<file path="src/rtl/sbsm_pkg.sv">
// Shared types and constants for the serial bank switch mapper.
// No dependencies; every other RTL file except sbsm_if imports this package.
`default_nettype none

package sbsm_pkg;

  // Field widths of one bus access and one mapped result
  localparam int unsigned ACTION_W = 2;
  localparam int unsigned ADDR_W   = 16;
  localparam int unsigned DATA_W   = 8;
  localparam int unsigned TARGET_W = 3;
  localparam int unsigned OFFSET_W = 18;
  localparam int unsigned MIRROR_W = 2;

  // Configuration port
  localparam int unsigned PDATA_W = 32;
  localparam int unsigned PADDR_W = 4;

  // Serial loader and bank registers
  localparam int unsigned LOAD_W  = 5;
  localparam int unsigned COUNT_W = 3;
  localparam int unsigned PRG_W   = 4;

  localparam logic [LOAD_W-1:0]  CTRL_RESET     = 5'h1C;
  localparam logic [LOAD_W-1:0]  CTRL_PRG_FORCE = 5'h0C;
  localparam logic [COUNT_W-1:0] LOAD_FULL      = 3'd5;

  // Configuration widths and reset values
  localparam int unsigned PRG_COUNT_W = 5;
  localparam int unsigned PRG_RAM_W   = 14;
  localparam int unsigned CHR_SIZE_W  = 18;

  localparam logic [PRG_COUNT_W-1:0] PRG_COUNT_RESET = 5'd16;
  localparam logic [PRG_RAM_W-1:0]   PRG_RAM_RESET   = 14'd8192;
  localparam logic [CHR_SIZE_W-1:0]  CHR_ROM_RESET   = 18'd0;
  localparam logic [CHR_SIZE_W-1:0]  CHR_RAM_RESET   = 18'd8192;

  typedef enum logic [ACTION_W-1:0] {
    ACT_CPU_RD = 2'd0,
    ACT_CPU_WR = 2'd1,
    ACT_PPU_RD = 2'd2,
    ACT_PPU_WR = 2'd3
  } action_t;

  typedef enum logic [TARGET_W-1:0] {
    TGT_NONE    = 3'd0,
    TGT_PRG_RAM = 3'd1,
    TGT_PRG_ROM = 3'd2,
    TGT_CHR_ROM = 3'd3,
    TGT_CHR_RAM = 3'd4
  } target_t;

  typedef enum logic [1:0] {
    REG_PRG_COUNT = 2'd0,
    REG_PRG_RAM   = 2'd1,
    REG_CHR_ROM   = 2'd2,
    REG_CHR_RAM   = 2'd3
  } reg_idx_t;

  // Serial register select, from address bits 14..13
  typedef enum logic [1:0] {
    SEL_CONTROL  = 2'd0,
    SEL_CHR_LOW  = 2'd1,
    SEL_CHR_HIGH = 2'd2,
    SEL_PRG      = 2'd3
  } sel_t;

  typedef struct packed {
    logic [PRG_COUNT_W-1:0] prg_bank_count;
    logic [PRG_RAM_W-1:0]   prg_ram_size;
    logic [CHR_SIZE_W-1:0]  chr_rom_size;
    logic [CHR_SIZE_W-1:0]  chr_ram_size;
  } cfg_t;

  typedef struct packed {
    logic [LOAD_W-1:0] control;
    logic [LOAD_W-1:0] chr_low;
    logic [LOAD_W-1:0] chr_high;
    logic [PRG_W-1:0]  prg_page;
  } bank_state_t;

  typedef struct packed {
    target_t             target;
    logic [OFFSET_W-1:0] mem_offset;
    logic                mem_write;
    logic [DATA_W-1:0]   store_data;
  } map_result_t;

endpackage

`default_nettype wire

</file>
<file path="src/rtl/sbsm_if.sv">
// Valid/ready channel interfaces for bus accesses and mapped results.
// Standalone; field widths follow the mapper's fixed item format.
`default_nettype none

interface sbsm_in_if;
  logic        valid;
  logic        ready;
  logic [1:0]  action;
  logic [15:0] addr;
  logic [7:0]  write_data;

  modport source (output valid, action, addr, write_data, input ready);
  modport sink   (input valid, action, addr, write_data, output ready);
endinterface

interface sbsm_out_if;
  logic        valid;
  logic        ready;
  logic [2:0]  target;
  logic [17:0] mem_offset;
  logic        mem_write;
  logic [7:0]  store_data;
  logic [1:0]  mirroring;

  modport source (output valid, target, mem_offset, mem_write, store_data, mirroring,
                  input ready);
  modport sink   (input valid, target, mem_offset, mem_write, store_data, mirroring,
                  output ready);
endinterface

`default_nettype wire

</file>
<file path="src/rtl/sbsm_cfg.sv">
// APB-style configuration registers: memory sizes and bank count.
// Depends on sbsm_pkg.
`default_nettype none

module sbsm_cfg
  import sbsm_pkg::*;
(
  input  wire logic               clk,
  input  wire logic               rst,
  input  wire logic               psel,
  input  wire logic               penable,
  input  wire logic               pwrite,
  input  wire logic [PADDR_W-1:0] paddr,
  input  wire logic [PDATA_W-1:0] pwdata,
  output logic      [PDATA_W-1:0] prdata,
  output logic                    pready,
  output cfg_t                    cfg
);

  logic     wr_en;
  reg_idx_t idx;

  assign pready = 1'b1;
  assign wr_en  = psel && penable && pwrite && pready;
  assign idx    = reg_idx_t'(paddr[3:2]);

  always_ff @(posedge clk) begin
    if (rst) begin
      cfg.prg_bank_count <= PRG_COUNT_RESET;
      cfg.prg_ram_size   <= PRG_RAM_RESET;
      cfg.chr_rom_size   <= CHR_ROM_RESET;
      cfg.chr_ram_size   <= CHR_RAM_RESET;
    end else if (wr_en) begin
      case (idx)
        REG_PRG_COUNT: cfg.prg_bank_count <= pwdata[PRG_COUNT_W-1:0];
        REG_PRG_RAM:   cfg.prg_ram_size   <= pwdata[PRG_RAM_W-1:0];
        REG_CHR_ROM:   cfg.chr_rom_size   <= pwdata[CHR_SIZE_W-1:0];
        REG_CHR_RAM:   cfg.chr_ram_size   <= pwdata[CHR_SIZE_W-1:0];
        default: ;
      endcase
    end
  end

  always_comb begin
    case (idx)
      REG_PRG_COUNT: prdata = {{(PDATA_W-PRG_COUNT_W){1'b0}}, cfg.prg_bank_count};
      REG_PRG_RAM:   prdata = {{(PDATA_W-PRG_RAM_W){1'b0}}, cfg.prg_ram_size};
      REG_CHR_ROM:   prdata = {{(PDATA_W-CHR_SIZE_W){1'b0}}, cfg.chr_rom_size};
      REG_CHR_RAM:   prdata = {{(PDATA_W-CHR_SIZE_W){1'b0}}, cfg.chr_ram_size};
      default:       prdata = '0;
    endcase
  end

endmodule

`default_nettype wire

</file>
<file path="src/rtl/sbsm_serial.sv">
// Serial loader: 5-bit shifter, write count, control and bank registers.
// Depends on sbsm_pkg.
`default_nettype none

module sbsm_serial
  import sbsm_pkg::*;
(
  input  wire logic              clk,
  input  wire logic              rst,
  input  wire logic              strobe,
  input  wire logic [1:0]        sel,
  input  wire logic [DATA_W-1:0] data,
  output bank_state_t            st,
  output logic [LOAD_W-1:0]      control_next
);

  logic [LOAD_W-1:0]  shift_load, shift_load_next, shifted;
  logic [COUNT_W-1:0] serial_count, serial_count_next, count_inc;
  bank_state_t        st_next;

  always_comb begin
    shifted           = {data[0], shift_load[LOAD_W-1:1]};
    count_inc         = serial_count + 3'd1;
    shift_load_next   = shift_load;
    serial_count_next = serial_count;
    st_next           = st;
    if (strobe) begin
      if (data[7]) begin
        // reset the loader and force the fixed-last-bank PRG mode
        shift_load_next   = '0;
        serial_count_next = '0;
        st_next.control   = st.control | CTRL_PRG_FORCE;
      end else if (count_inc == LOAD_FULL) begin
        shift_load_next   = '0;
        serial_count_next = '0;
        case (sel_t'(sel))
          SEL_CONTROL:  st_next.control  = shifted;
          SEL_CHR_LOW:  st_next.chr_low  = shifted;
          SEL_CHR_HIGH: st_next.chr_high = shifted;
          SEL_PRG:      st_next.prg_page = shifted[PRG_W-1:0];
          default: ;
        endcase
      end else begin
        shift_load_next   = shifted;
        serial_count_next = count_inc;
      end
    end
  end

  assign control_next = st_next.control;

  always_ff @(posedge clk) begin
    if (rst) begin
      shift_load   <= '0;
      serial_count <= '0;
      st.control   <= CTRL_RESET;
      st.chr_low   <= '0;
      st.chr_high  <= '0;
      st.prg_page  <= '0;
    end else begin
      shift_load   <= shift_load_next;
      serial_count <= serial_count_next;
      st           <= st_next;
    end
  end

`ifndef NO_ASSERTIONS
  a_count_range: assert property (@(posedge clk) disable iff (rst)
    serial_count < LOAD_FULL)
    else $error("serial count passed the commit point");
  a_empty_shift: assert property (@(posedge clk) disable iff (rst)
    serial_count == '0 |-> shift_load == '0)
    else $error("shifter holds bits with no writes counted");
  a_reset_write: assert property (@(posedge clk) disable iff (rst)
    strobe && data[7] |=> serial_count == '0 && st.control[3:2] == 2'b11)
    else $error("reset write did not clear loader or force PRG mode");
`endif

endmodule

`default_nettype wire

</file>
<file path="src/rtl/sbsm_map.sv">
// Address mapping: picks the target memory, bank-maps and masks the offset.
// Depends on sbsm_pkg; purely combinational.
`default_nettype none

module sbsm_map
  import sbsm_pkg::*;
(
  input  wire logic [ACTION_W-1:0] action,
  input  wire logic [ADDR_W-1:0]   addr,
  input  wire logic [DATA_W-1:0]   write_data,
  input  cfg_t                     cfg,
  input  bank_state_t              st,
  output map_result_t              res
);

  logic [PRG_COUNT_W-1:0] last;
  logic [PRG_COUNT_W-1:0] bank, bank_m;
  logic [PRG_RAM_W-1:0]   ram_mask;
  logic [CHR_SIZE_W-1:0]  chr_rom_mask, chr_ram_mask, chr_raw;
  logic                   top;
  logic                   in_prg_ram, in_chr;

  always_comb begin
    last         = cfg.prg_bank_count - 5'd1;
    top          = addr[14];
    ram_mask     = cfg.prg_ram_size - 14'd1;
    chr_rom_mask = cfg.chr_rom_size - 18'd1;
    chr_ram_mask = cfg.chr_ram_size - 18'd1;
    in_prg_ram   = addr[15:13] == 3'b011;
    in_chr       = addr[15:13] == 3'b000;

    case (st.control[3:2])
      2'b00, 2'b01: bank = {1'b0, st.prg_page[3:1], top};
      2'b10:        bank = top ? {1'b0, st.prg_page} : '0;
      default:      bank = top ? last : {1'b0, st.prg_page};
    endcase
    bank_m = bank & last;

    if (!st.control[4])
      chr_raw = {1'b0, st.chr_low[4:1], addr[12:0]};
    else if (!addr[12])
      chr_raw = {1'b0, st.chr_low, addr[11:0]};
    else
      chr_raw = {1'b0, st.chr_high, addr[11:0]};

    res = '{target: TGT_NONE, mem_offset: '0, mem_write: 1'b0, store_data: '0};
    case (action_t'(action))
      ACT_CPU_RD, ACT_CPU_WR: begin
        if (in_prg_ram) begin
          if (cfg.prg_ram_size != '0) begin
            res.target     = TGT_PRG_RAM;
            res.mem_offset = {4'd0, {1'b0, addr[12:0]} & ram_mask};
            res.mem_write  = action_t'(action) == ACT_CPU_WR;
          end
        end else if (addr[15] && action_t'(action) == ACT_CPU_RD) begin
          res.target     = TGT_PRG_ROM;
          res.mem_offset = {bank_m[3:0], addr[13:0]};
        end
      end
      ACT_PPU_RD: begin
        if (in_chr) begin
          if (cfg.chr_rom_size != '0) begin
            res.target     = TGT_CHR_ROM;
            res.mem_offset = chr_raw & chr_rom_mask;
          end else if (cfg.chr_ram_size != '0) begin
            res.target     = TGT_CHR_RAM;
            res.mem_offset = chr_raw & chr_ram_mask;
          end
        end
      end
      ACT_PPU_WR: begin
        if (in_chr && cfg.chr_ram_size != '0) begin
          res.target     = TGT_CHR_RAM;
          res.mem_offset = chr_raw & chr_ram_mask;
          res.mem_write  = 1'b1;
        end
      end
      default: ;
    endcase
    res.store_data = res.mem_write ? write_data : '0;
  end

endmodule

`default_nettype wire

</file>
<file path="src/rtl/serial_bank_switch_mapper.sv">
// Top level of the serial bank switch mapper: input and result registers,
// configuration port, serial loader and address mapping.
// Depends on sbsm_pkg, sbsm_if, sbsm_cfg, sbsm_serial and sbsm_map.
//
//   channel   | dir | handshake          | beat contents
//   ----------+-----+--------------------+---------------------------------------------
//   in_bus    | in  | valid/ready        | action, addr, write_data
//   out_bus   | out | valid/ready        | target, mem_offset, mem_write, store_data,
//             |     |                    | mirroring
//   apb       | in  | psel/penable/pready| paddr, pwdata (writes), prdata (reads)
//
// One beat in, one beat out; a beat can enter every cycle. Its result passes
// through the input register and then the result register before it is offered on out_bus.
// The input register and the result register form a two-deep pipeline, so a
// new beat is taken while a finished result still waits for the sink.
// Reset (rst, synchronous, active high) clears both valid flags, the loader and
// the bank registers, and loads the configuration defaults.
// A stalled sink holds the result register; the input register then fills and
// drops in_bus.ready until the result moves on.
`default_nettype none

module serial_bank_switch_mapper
  import sbsm_pkg::*;
(
  input  wire logic               clk,
  input  wire logic               rst,
  sbsm_in_if.sink                 in_bus,
  sbsm_out_if.source              out_bus,
  input  wire logic               psel,
  input  wire logic               penable,
  input  wire logic               pwrite,
  input  wire logic [PADDR_W-1:0] paddr,
  input  wire logic [PDATA_W-1:0] pwdata,
  output logic      [PDATA_W-1:0] prdata,
  output logic                    pready
);

  // Input register
  logic                s1_valid;
  logic [ACTION_W-1:0] s1_action;
  logic [ADDR_W-1:0]   s1_addr;
  logic [DATA_W-1:0]   s1_data;

  logic        advance;
  logic        load_in;
  logic        reg_strobe;
  cfg_t        cfg;
  bank_state_t st;
  logic [LOAD_W-1:0] control_next;
  map_result_t res;

  // Move the held beat on whenever the result register is empty or draining
  assign advance      = s1_valid && (!out_bus.valid || out_bus.ready);
  assign in_bus.ready = !s1_valid || advance;
  assign load_in      = in_bus.valid && in_bus.ready;

  // A CPU write into the upper half feeds the serial loader
  assign reg_strobe = advance && action_t'(s1_action) == ACT_CPU_WR && s1_addr[15];

  sbsm_cfg u_cfg (
    .clk     (clk),
    .rst     (rst),
    .psel    (psel),
    .penable (penable),
    .pwrite  (pwrite),
    .paddr   (paddr),
    .pwdata  (pwdata),
    .prdata  (prdata),
    .pready  (pready),
    .cfg     (cfg)
  );

  sbsm_serial u_serial (
    .clk          (clk),
    .rst          (rst),
    .strobe       (reg_strobe),
    .sel          (s1_addr[14:13]),
    .data         (s1_data),
    .st           (st),
    .control_next (control_next)
  );

  sbsm_map u_map (
    .action     (s1_action),
    .addr       (s1_addr),
    .write_data (s1_data),
    .cfg        (cfg),
    .st         (st),
    .res        (res)
  );

  // Valid flags
  always_ff @(posedge clk) begin
    if (rst) begin
      s1_valid      <= 1'b0;
      out_bus.valid <= 1'b0;
    end else begin
      if (load_in)
        s1_valid <= 1'b1;
      else if (advance)
        s1_valid <= 1'b0;
      if (advance)
        out_bus.valid <= 1'b1;
      else if (out_bus.ready)
        out_bus.valid <= 1'b0;
    end
  end

  // Payload: capture the beat, then the mapped result with this beat's mirroring
  always_ff @(posedge clk) begin
    if (load_in) begin
      s1_action <= in_bus.action;
      s1_addr   <= in_bus.addr;
      s1_data   <= in_bus.write_data;
    end
    if (advance) begin
      out_bus.target     <= res.target;
      out_bus.mem_offset <= res.mem_offset;
      out_bus.mem_write  <= res.mem_write;
      out_bus.store_data <= res.store_data;
      out_bus.mirroring  <= control_next[MIRROR_W-1:0];
    end
  end

`ifndef NO_ASSERTIONS
  a_write_target: assert property (@(posedge clk) disable iff (rst)
    out_bus.valid && out_bus.mem_write |->
      out_bus.target == TGT_PRG_RAM || out_bus.target == TGT_CHR_RAM)
    else $error("write strobe on a read-only or absent target");
  a_none_quiet: assert property (@(posedge clk) disable iff (rst)
    out_bus.valid && out_bus.target == TGT_NONE |->
      out_bus.mem_offset == '0 && !out_bus.mem_write && out_bus.store_data == '0)
    else $error("unmapped access carries offset or data");
  a_hold_beat: assert property (@(posedge clk) disable iff (rst)
    s1_valid && !advance |=> s1_valid && $stable(s1_addr) && $stable(s1_action))
    else $error("held beat lost or changed while the result stalled");
  a_strobe_no_target: assert property (@(posedge clk) disable iff (rst)
    reg_strobe |=> out_bus.valid && out_bus.target == TGT_NONE)
    else $error("register write mapped to a memory");
`endif

endmodule

`default_nettype wire
</file>
<file path="src/flat_wrapper.sv">
// flat-port wrapper written by rule: the top's interface ports become plain ports
module serial_bank_switch_mapper_flat import sbsm_pkg::*;
  (clk, rst, psel, penable, pwrite, paddr, pwdata, prdata, pready, in_bus_valid, in_bus_action, in_bus_addr, in_bus_write_data, in_bus_ready, out_bus_valid, out_bus_target, out_bus_mem_offset, out_bus_mem_write, out_bus_store_data, out_bus_mirroring, out_bus_ready);
  sbsm_in_if in_bus_i ();
  sbsm_out_if out_bus_i ();
  input  wire logic clk;
  input  wire logic rst;
  input  wire logic psel;
  input  wire logic penable;
  input  wire logic pwrite;
  input  wire logic [PADDR_W-1:0] paddr;
  input  wire logic [PDATA_W-1:0] pwdata;
  output logic      [PDATA_W-1:0] prdata;
  output logic pready;
  input wire logic [$bits(in_bus_i.valid)-1:0] in_bus_valid;
  input wire logic [$bits(in_bus_i.action)-1:0] in_bus_action;
  input wire logic [$bits(in_bus_i.addr)-1:0] in_bus_addr;
  input wire logic [$bits(in_bus_i.write_data)-1:0] in_bus_write_data;
  output wire logic [$bits(in_bus_i.ready)-1:0] in_bus_ready;
  output wire logic [$bits(out_bus_i.valid)-1:0] out_bus_valid;
  output wire logic [$bits(out_bus_i.target)-1:0] out_bus_target;
  output wire logic [$bits(out_bus_i.mem_offset)-1:0] out_bus_mem_offset;
  output wire logic [$bits(out_bus_i.mem_write)-1:0] out_bus_mem_write;
  output wire logic [$bits(out_bus_i.store_data)-1:0] out_bus_store_data;
  output wire logic [$bits(out_bus_i.mirroring)-1:0] out_bus_mirroring;
  input wire logic [$bits(out_bus_i.ready)-1:0] out_bus_ready;
  assign in_bus_i.valid = in_bus_valid;
  assign in_bus_i.action = in_bus_action;
  assign in_bus_i.addr = in_bus_addr;
  assign in_bus_i.write_data = in_bus_write_data;
  assign in_bus_ready = in_bus_i.ready;
  assign out_bus_valid = out_bus_i.valid;
  assign out_bus_target = out_bus_i.target;
  assign out_bus_mem_offset = out_bus_i.mem_offset;
  assign out_bus_mem_write = out_bus_i.mem_write;
  assign out_bus_store_data = out_bus_i.store_data;
  assign out_bus_mirroring = out_bus_i.mirroring;
  assign out_bus_i.ready = out_bus_ready;
  serial_bank_switch_mapper u_core (.clk(clk), .rst(rst), .in_bus(in_bus_i), .out_bus(out_bus_i), .psel(psel), .penable(penable), .pwrite(pwrite), .paddr(paddr), .pwdata(pwdata), .prdata(prdata), .pready(pready));
endmodule
</file>
<file path="config.mk">
export PLATFORM = sky130hd
export DESIGN_NAME = serial_bank_switch_mapper_flat
export DESIGN_NICKNAME = d
export VERILOG_FILES = /design/src/rtl/sbsm_pkg.sv /design/src/rtl/sbsm_if.sv /design/src/rtl/sbsm_cfg.sv /design/src/rtl/sbsm_serial.sv /design/src/rtl/sbsm_map.sv /design/src/rtl/serial_bank_switch_mapper.sv /design/src/flat_wrapper.sv
export SDC_FILE = /design/constraint.sdc
export NUM_CORES = 1
export LEC_CHECK = 0
export ABC_AREA = 0
export BUFFER_PORTS_ARGS = -buffer_cell sky130_fd_sc_hd__buf_2
export CAP_MARGIN = 20
export CORE_MARGIN = 5
export CORE_UTILIZATION = 56
export DETAILED_ROUTE_END_ITERATION = 12
export PLACE_DENSITY_LB_ADDON = 0.3
export SLEW_MARGIN = 20
export SYNTH_ARGS = -nofsm -noshare
export SYNTH_HDL_FRONTEND = slang
export SYNTH_SLANG_ARGS = --single-unit
export TNS_END_PERCENT = 10
</file>
<file path="constraint.sdc">
create_clock -name clk -period 3.15 [get_ports clk]
set_input_delay 0.315 -clock clk [delete_from_list [all_inputs] [get_ports clk]]
set_output_delay 0.315 -clock clk [all_outputs]
set_load 0.05 [all_outputs]
</file>
==> flow_metrics.env, run 1 <==
export IMPL_hpwl_um=13500
export IMPL_yosysWarnings=0
export IMPL_ys_seq_elements=141
export IMPL_ant_nets=0
export IMPL_die_area_um2=14800
export IMPL_dieWidth_um=122
export IMPL_grt_total_usage=0.260
export IMPL_p_total_mw=4.39
export IMPL_synth_edf_count=58
export IMPL_ys_top_cells_by_area="edfxtp_1 (25%), dfxtp_1 (24%), nand2_1 (6.6%)"
export IMPL_start_util=0.577
export IMPL_pin_count=136
export IMPL_met1_length_um=8080
export IMPL_skew_ps=7.03
export IMPL_ir_drop_mv=0.393
export IMPL_layout_drive_gt1_share=0.212
export IMPL_relSlewSlack=0.289
export IMPL_cts_tree="built"
export IMPL_cp_data_required_time_ps=3440
export IMPL_cp_arrival_ps=2880
export IMPL_worst_slew_pin_slew_ps=1060
export IMPL_wl_um=18900
export IMPL_p_per_area_nw_per_um2=536
export IMPL_clock_path_buffers=2
export IMPL_fmax_ghz=0.386
export IMPL_cts_root_buf="clkbuf_16"
export IMPL_post_cts_resized=0
export IMPL_cts_clk_slew_worst_paths_ps=60
export IMPL_synthFlopType="dfxtp_1"
export IMPL_placed_cells=975
export IMPL_period_needed_ps=2590
export IMPL_synth_most_common_cell="nand2_1"
export IMPL_core_area_um2=12100
export IMPL_htreeDepth=4
export IMPL_route_top_layer_used="met4"
export IMPL_grt_pass1_vias=5734
export IMPL_drt_iter0_drc=714
export IMPL_portBuffers=104
export IMPL_status="completed"
export IMPL_gp_congestion=0.909
export IMPL_die_h_um=122
export IMPL_synthToLayoutAreaGrowth_pct=17.1
export IMPL_yosys_area_top_type_share=0.249
export IMPL_clock_latency_ps=430
export IMPL_synth_cell_types=63
export IMPL_post_route_period_util=0.823
export IMPL_cts_setup_buffers=0
export IMPL_finalSetupViolCount=0
export IMPL_grt_start_max_net_pins=42
export IMPL_report_final_hold_viol_count=0
export IMPL_worstSetupStartpointType="flop"
export IMPL_crit_type="reg -> reg"
export IMPL_clock_sinks=141
export IMPL_wl_met2_um=8490
export IMPL_grt_ovfl_total=0
export IMPL_rsz0062_at_grt="false"
export IMPL_vias_per_cell=5.95
export IMPL_synthesis_area_um2=6990
export IMPL_drt_first_pass_iters=8
export IMPL_hold_path_class="in -> reg"
export IMPL_rows=40
export IMPL_cts_made_buffers=17
export IMPL_drc=0
export IMPL_grt_pass1_wl_um=29900
export IMPL_syn_avg_cell_area_um2=9.59
export IMPL_synth_top_cell_by_area="edfxtp_1"
export IMPL_antenna_cells=0
export IMPL_crit_path_end_kind="flop"
export IMPL_postCtsHoldBufs=0
export IMPL_layoutNonFillerInstCount=1007
export IMPL_timing_hold_ws_ps=57.2
export IMPL_synth_async_reset_ratio=0
export IMPL_tns_ps=0
export IMPL_p_leak_nw=3.36
export IMPL_finalNetCount=902
export IMPL_crit_fanout=15
export IMPL_wire_per_inst_um=18.8
export IMPL_synthCells=729
export IMPL_drv_cap=0
export IMPL_vias=5995
export IMPL_antenna_found_initial=0
export IMPL_synth_commonest_cells="nand2_1 (123), dfxtp_1 (83), a21oi_1 (60)"
export IMPL_yosysSeqAreaShare=0.487
export IMPL_drv_slew=0
export IMPL_dr_wl_met3_um=1960
-- cells by family after synthesis --
group | Yosys count | synth area share
xor gates and xnor gates | 38 | 0.0476
other | 2 | 0.00107
AOI/OAI and AO/OA | 134 | 0.125
and+or+nand+nor | 299 | 0.213
adders and majority gates | 7 | 0.0125
muxes | 40 | 0.0684
DFF | 141 | 0.487
buffers and inverters | 68 | 0.0455
-- power by group --
part           leakage [nW]  total, mW  internal [mW]  switching (mW)
combinational          1.85      0.463          0.139           0.324
clock                 0.290       1.92           1.15           0.772
sequential             1.22       2.00           1.96          0.0419
total                  3.36       4.39           3.25            1.14
-- critical path, stage by stage (launching register included) --
cell      delay [ps]
edfxtp_1         540
or4b_1           920
nor4_4           460
mux2_2           390
nor2b_1          130
-- routing by layer --
layer,GRT usage,up-vias
met4,0.0833,0
met2,0.401,338
li1,-,2774
met5,0,-
met3,0.0622,34
met1,0.363,2849
-- final timing paths --
| path | from | to | slack [ps] | cells after the start |
|---|---|---|---|---|
| worst max-delay path | u_core.s1_action[1]$_DFFE_PP_ | u_core.u_serial.st[15]$_SDFF_PP0_ | 560 | 4 |
| worst max register to register | u_core.s1_action[1]$_DFFE_PP_ | u_core.u_serial.st[15]$_SDFF_PP0_ | 560 | 4 |
| worst min register to register | u_core.u_serial.st[4]$_SDFFE_PP0P_ | u_core.u_serial.st[4]$_SDFFE_PP0P_ | 500 | 2 |
| worst min-delay path | in_bus_addr[1] | u_core.s1_addr[1]$_DFFE_PP_ | 60 | 1 |
-- stage by stage --
stage | instance area [µm²] | worst slack (ps) | utilization
detailed placement | 7610 | 602 | 0.629
finish | 8190 | 559 | 0.676
floorplan | 7040 | 560 | -
global placement | 7610 | 659 | 0.629
global route | 8190 | 313 | 0.676
CTS | 8190 | 570 | 0.676
-- cell type report --
type,instances,area (µm²)
multi-input cells,533,3320
clock inverters,13,109
repair buffers,117,618
inverters,16,60.1
well taps,168,210
clock buffers,19,464
fillers,953,3930
flip-flops and latches,141,3400
-- registers in the layout, indices dropped and copies added (netlist names) --
signal and flops:
u_core.s1_valid 1, u_core.u_cfg.cfg 55, u_core.out_bus.mem_offset 18, u_core.s1_data 8
u_core.out_bus.mirroring 2, u_core.u_serial.shift_load 4, u_core.out_bus.mem_write 1, u_core.out_bus.target 3
u_core.u_serial.serial_count 3, u_core.out_bus.store_data 8, u_core.s1_addr 16, u_core.s1_action 2
u_core.out_bus.valid 1, u_core.u_serial.st 19
-- cells in the final DEF, fill, tap and decap left out, types with 6 or more instances in the layout --
cell type,instances
nand4_1,6
mux2i_1,23
a21oi_1,60
buf_2,104
xnor2_1,15
o22ai_1,8
nor4_1,11
or3_1,6
nor3_1,24
xor2_1,23
nor2_1,52
o31a_1,8
dfxtp_1,83
nand2b_1,6
mux2_2,12
a22o_1,10
nand3_1,15
inv_1,16
and2_1,9
edfxtp_1,58
ha_1,7
o21ai_0,10
nor2b_1,15
nand2_1,123
clkbuf_16,18
conb_1,15
buf_4,13
Power figures use the tool's default switching activity.
==> inputs of run 2 (changes only) <==
==> constraint.sdc (replaced) <==
create_clock -name clk -period 2.4 [get_ports clk]
set_input_delay 0.24 -clock clk [delete_from_list [all_inputs] [get_ports clk]]
set_output_delay 0.24 -clock clk [all_outputs]
set_load 0.05 [all_outputs]
==> run 2 against run 1 <==
Final cell count increased by 6.2%. Fmax rose by 12%. Via count rose by 3.3%. Sequential power is 31% higher. Utilization is 5.5 points higher. Count of clock-buffer cells in the layout rose by 6. Register-to-register slack worse by 470 ps. Non-clock buffer count rose by 63. Critical endpoint is now u_core.out_bus.mem_offset[7]$_DFFE_PP_.
==> flow_metrics.env, run 2 (synthesis results as in run 1) <==
export IMPL_final_common_cell="nand2_1"
export IMPL_vias_per_cell=5.79
export IMPL_clkPwrFrac=0.453
export IMPL_grt_util_met3=0.0808
export IMPL_drv_cap=0
export IMPL_clock_sinks=141
export IMPL_wl_um=20100
export IMPL_start_util=0.577
export IMPL_cp_data_required_time_ps=2570
export IMPL_p_per_area_nw_per_um2=683
export IMPL_placed_cell_area_um2=7940
export IMPL_antenna_found_initial=0
export IMPL_rsz0062_at_grt="true"
export IMPL_post_route_period_util=0.962
export IMPL_p_int_mw=4.59
export IMPL_vias=6194
export IMPL_synthToLayoutAreaGrowth_pct=26.7
export IMPL_rows=40
export IMPL_timing_hold_ws_ps=50.8
export IMPL_relSlewSlack=0.508
export IMPL_worst_slew_pin_slew_ps=739
export IMPL_cp_startpoint="u_core.u_cfg.cfg[36]$_SDFFE_PP0P_"
export IMPL_use_met2=0.416
export IMPL_finalNetCount=965
export IMPL_grt_pass1_wl_um=31600
export IMPL_top_regs="u_core.u_cfg.cfg (55), u_core.u_serial.st (19), u_core.out_bus.mem_offset (18)"
export IMPL_dieWidth_um=122
export IMPL_die_area_um2=14800
export IMPL_drv_slew=0
export IMPL_grt_ovfl_total=0
export IMPL_fmax_ghz=0.433
export IMPL_crit_path_end_kind="flop"
export IMPL_largest_register="u_core.u_cfg.cfg"
export IMPL_filler_cell_count=913
export IMPL_gp_congestion=0.969
export IMPL_finalSetupViolCount=0
export IMPL_p_comb_frac=0.115
export IMPL_drt_first_pass_iters=6
export IMPL_p_leak_nw=3.71
export IMPL_hpwl_um=14200
export IMPL_switchingPower_mw=1.46
export IMPL_die_h_um=122
export IMPL_drt_iter0_drc=679
export IMPL_cp_arrival_ps=2480
export IMPL_largest_reg_flops=55
export IMPL_drc=0
export IMPL_antenna_cells=0
export IMPL_cts_tree="built"
export IMPL_power_frac_seq=0.432
export IMPL_core_area_um2=12100
export IMPL_crit_fanout=5
export IMPL_layout_drive_gt1_share=0.242
export IMPL_wire_per_inst_um=18.8
export IMPL_max_stage_delay_ps=660
export IMPL_grt_start_max_net_pins=56
export IMPL_ant_nets=0
export IMPL_met1_usage=0.386
export IMPL_hp_start="in_bus_valid"
export IMPL_hold_path_class="in -> reg"
export IMPL_r2r_start="u_core.u_cfg.cfg[36]$_SDFFE_PP0P_"
export IMPL_postLayoutCellArea_um2=8850
export IMPL_path_cells="buf_4 > or4_1 > nor4_1 > xnor2_1 > o22ai_1 > o31a_1"
export IMPL_swShare=0.242
export IMPL_busiest_layer="met2"
export IMPL_clock_latency_ps=420
export IMPL_report_final_hold_viol_count=0
export IMPL_pin_count=136
export IMPL_ir_drop_mv=0.485
export IMPL_grt_total_usage=0.276
export IMPL_cts_made_buffers=17
export IMPL_clock_path_buffers=2
export IMPL_crit_type="reg -> reg"
export IMPL_worst_path_max_delay_cell="or4_1"
export IMPL_skew_ps=5.54
export IMPL_r2r_slack_ps=90
export IMPL_final_cell_mix="nand2_1 (123), buf_2 (104), dfxtp_1 (83), a21oi_1 (60), edfxtp_1 (58)"
export IMPL_grt_pass1_vias=5868
export IMPL_period_needed_ps=2310
export IMPL_portBuffers=104
export IMPL_status="completed"
export IMPL_htreeDepth=4
export IMPL_cts_clk_slew_worst_paths_ps=60
export IMPL_cts_setup_buffers=0
export IMPL_worstSetupStartpointType="flop"
export IMPL_cts_root_buf="clkbuf_16"
[run 2: changes by cell type in the layout (fill, tap and decap cells not counted), sizes merged]
| cell | delta |
|---|---|
| buf | +37 |
| dlygate4sd3 | +26 |
| clkbuf | +6 |
| inv | -6 |
| bufinv | +2 |
| clkinv | -2 |
| clkinvlp | -1 |
[run 2: per-stage QoR]
| step | setup slack (ps) | cells | utilization | setup TNS (ps) | power [mW] |
|---|---|---|---|---|---|
| detailed placement | 16.4 | 1012 | 0.656 | 0 | 3.31 |
| global route | -5.99 | 1069 | 0.731 | -8.47 | 6.22 |
| CTS | 5.24 | 1069 | 0.728 | 0 | 6.05 |
| finish | 90.1 | 1069 | 0.731 | 0 | 6.05 |
| floorplan | 124 | 742 | - | 0 | 3.12 |
| global placement | 84.8 | 1012 | 0.656 | 0 | 3.30 |
[run 2: critical path, delay by kind of cell, from the launching register on]
kind            cells  cell delay (ps)
simple gates        2              940
flops               1              320
buf+inv             1              150
xor+xnor            1              200
compound gates      2              440
[run 2: path summary, 6_finish.rpt]
| path | endpoint | cells past startpoint |
|---|---|---|
| max | u_core.out_bus.mem_offset[7]$_DFFE_PP_ | 6 |
| min | u_core.s1_valid$_SDFFE_PP0P_ | 3 |
| max reg2reg | u_core.out_bus.mem_offset[7]$_DFFE_PP_ | 6 |
| min reg2reg | u_core.u_cfg.cfg[35]$_SDFFE_PP0P_ | 2 |
[run 2: power by group through the flow]
stage	Clock, mW	Combinational, mW	Sequential, mW
finish	2.74	0.695	2.62
global route	2.85	0.742	2.62
detailed placement	0	0.647	2.66
CTS	2.75	0.685	2.61
floorplan	0	0.367	2.75
global placement	0	0.636	2.66
[run 2: repair_timing]
item / CTS / global route
hold buffers: 26 / 0
endpoints found under the hold margin: 26 / 0
pin swaps: 0 / 1
gates resized for setup: 1 / 6
endpoints found under the setup margin: 1 / 24
[run 2: routing by layer]
layer	share of wire	wire, µm	vias up
met3	0.093	1880	42
li1	-	-	2897
met2	0.45	8960	316
met4	0.019	379	0
met1	0.44	8870	2939
met5	0	0	-
[run 2: layout make-up]
class	count	area, µm²	area share
Tap cell	168	210	0.0237
Timing Repair Buffer	180	1210	0.136
Multi-Input combinational cell	533	3360	0.379
Clock inverter	6	105	0.0119
Clock buffer	25	510	0.0577
Sequential cell	141	3400	0.384
Inverter	16	60.1	0.00678
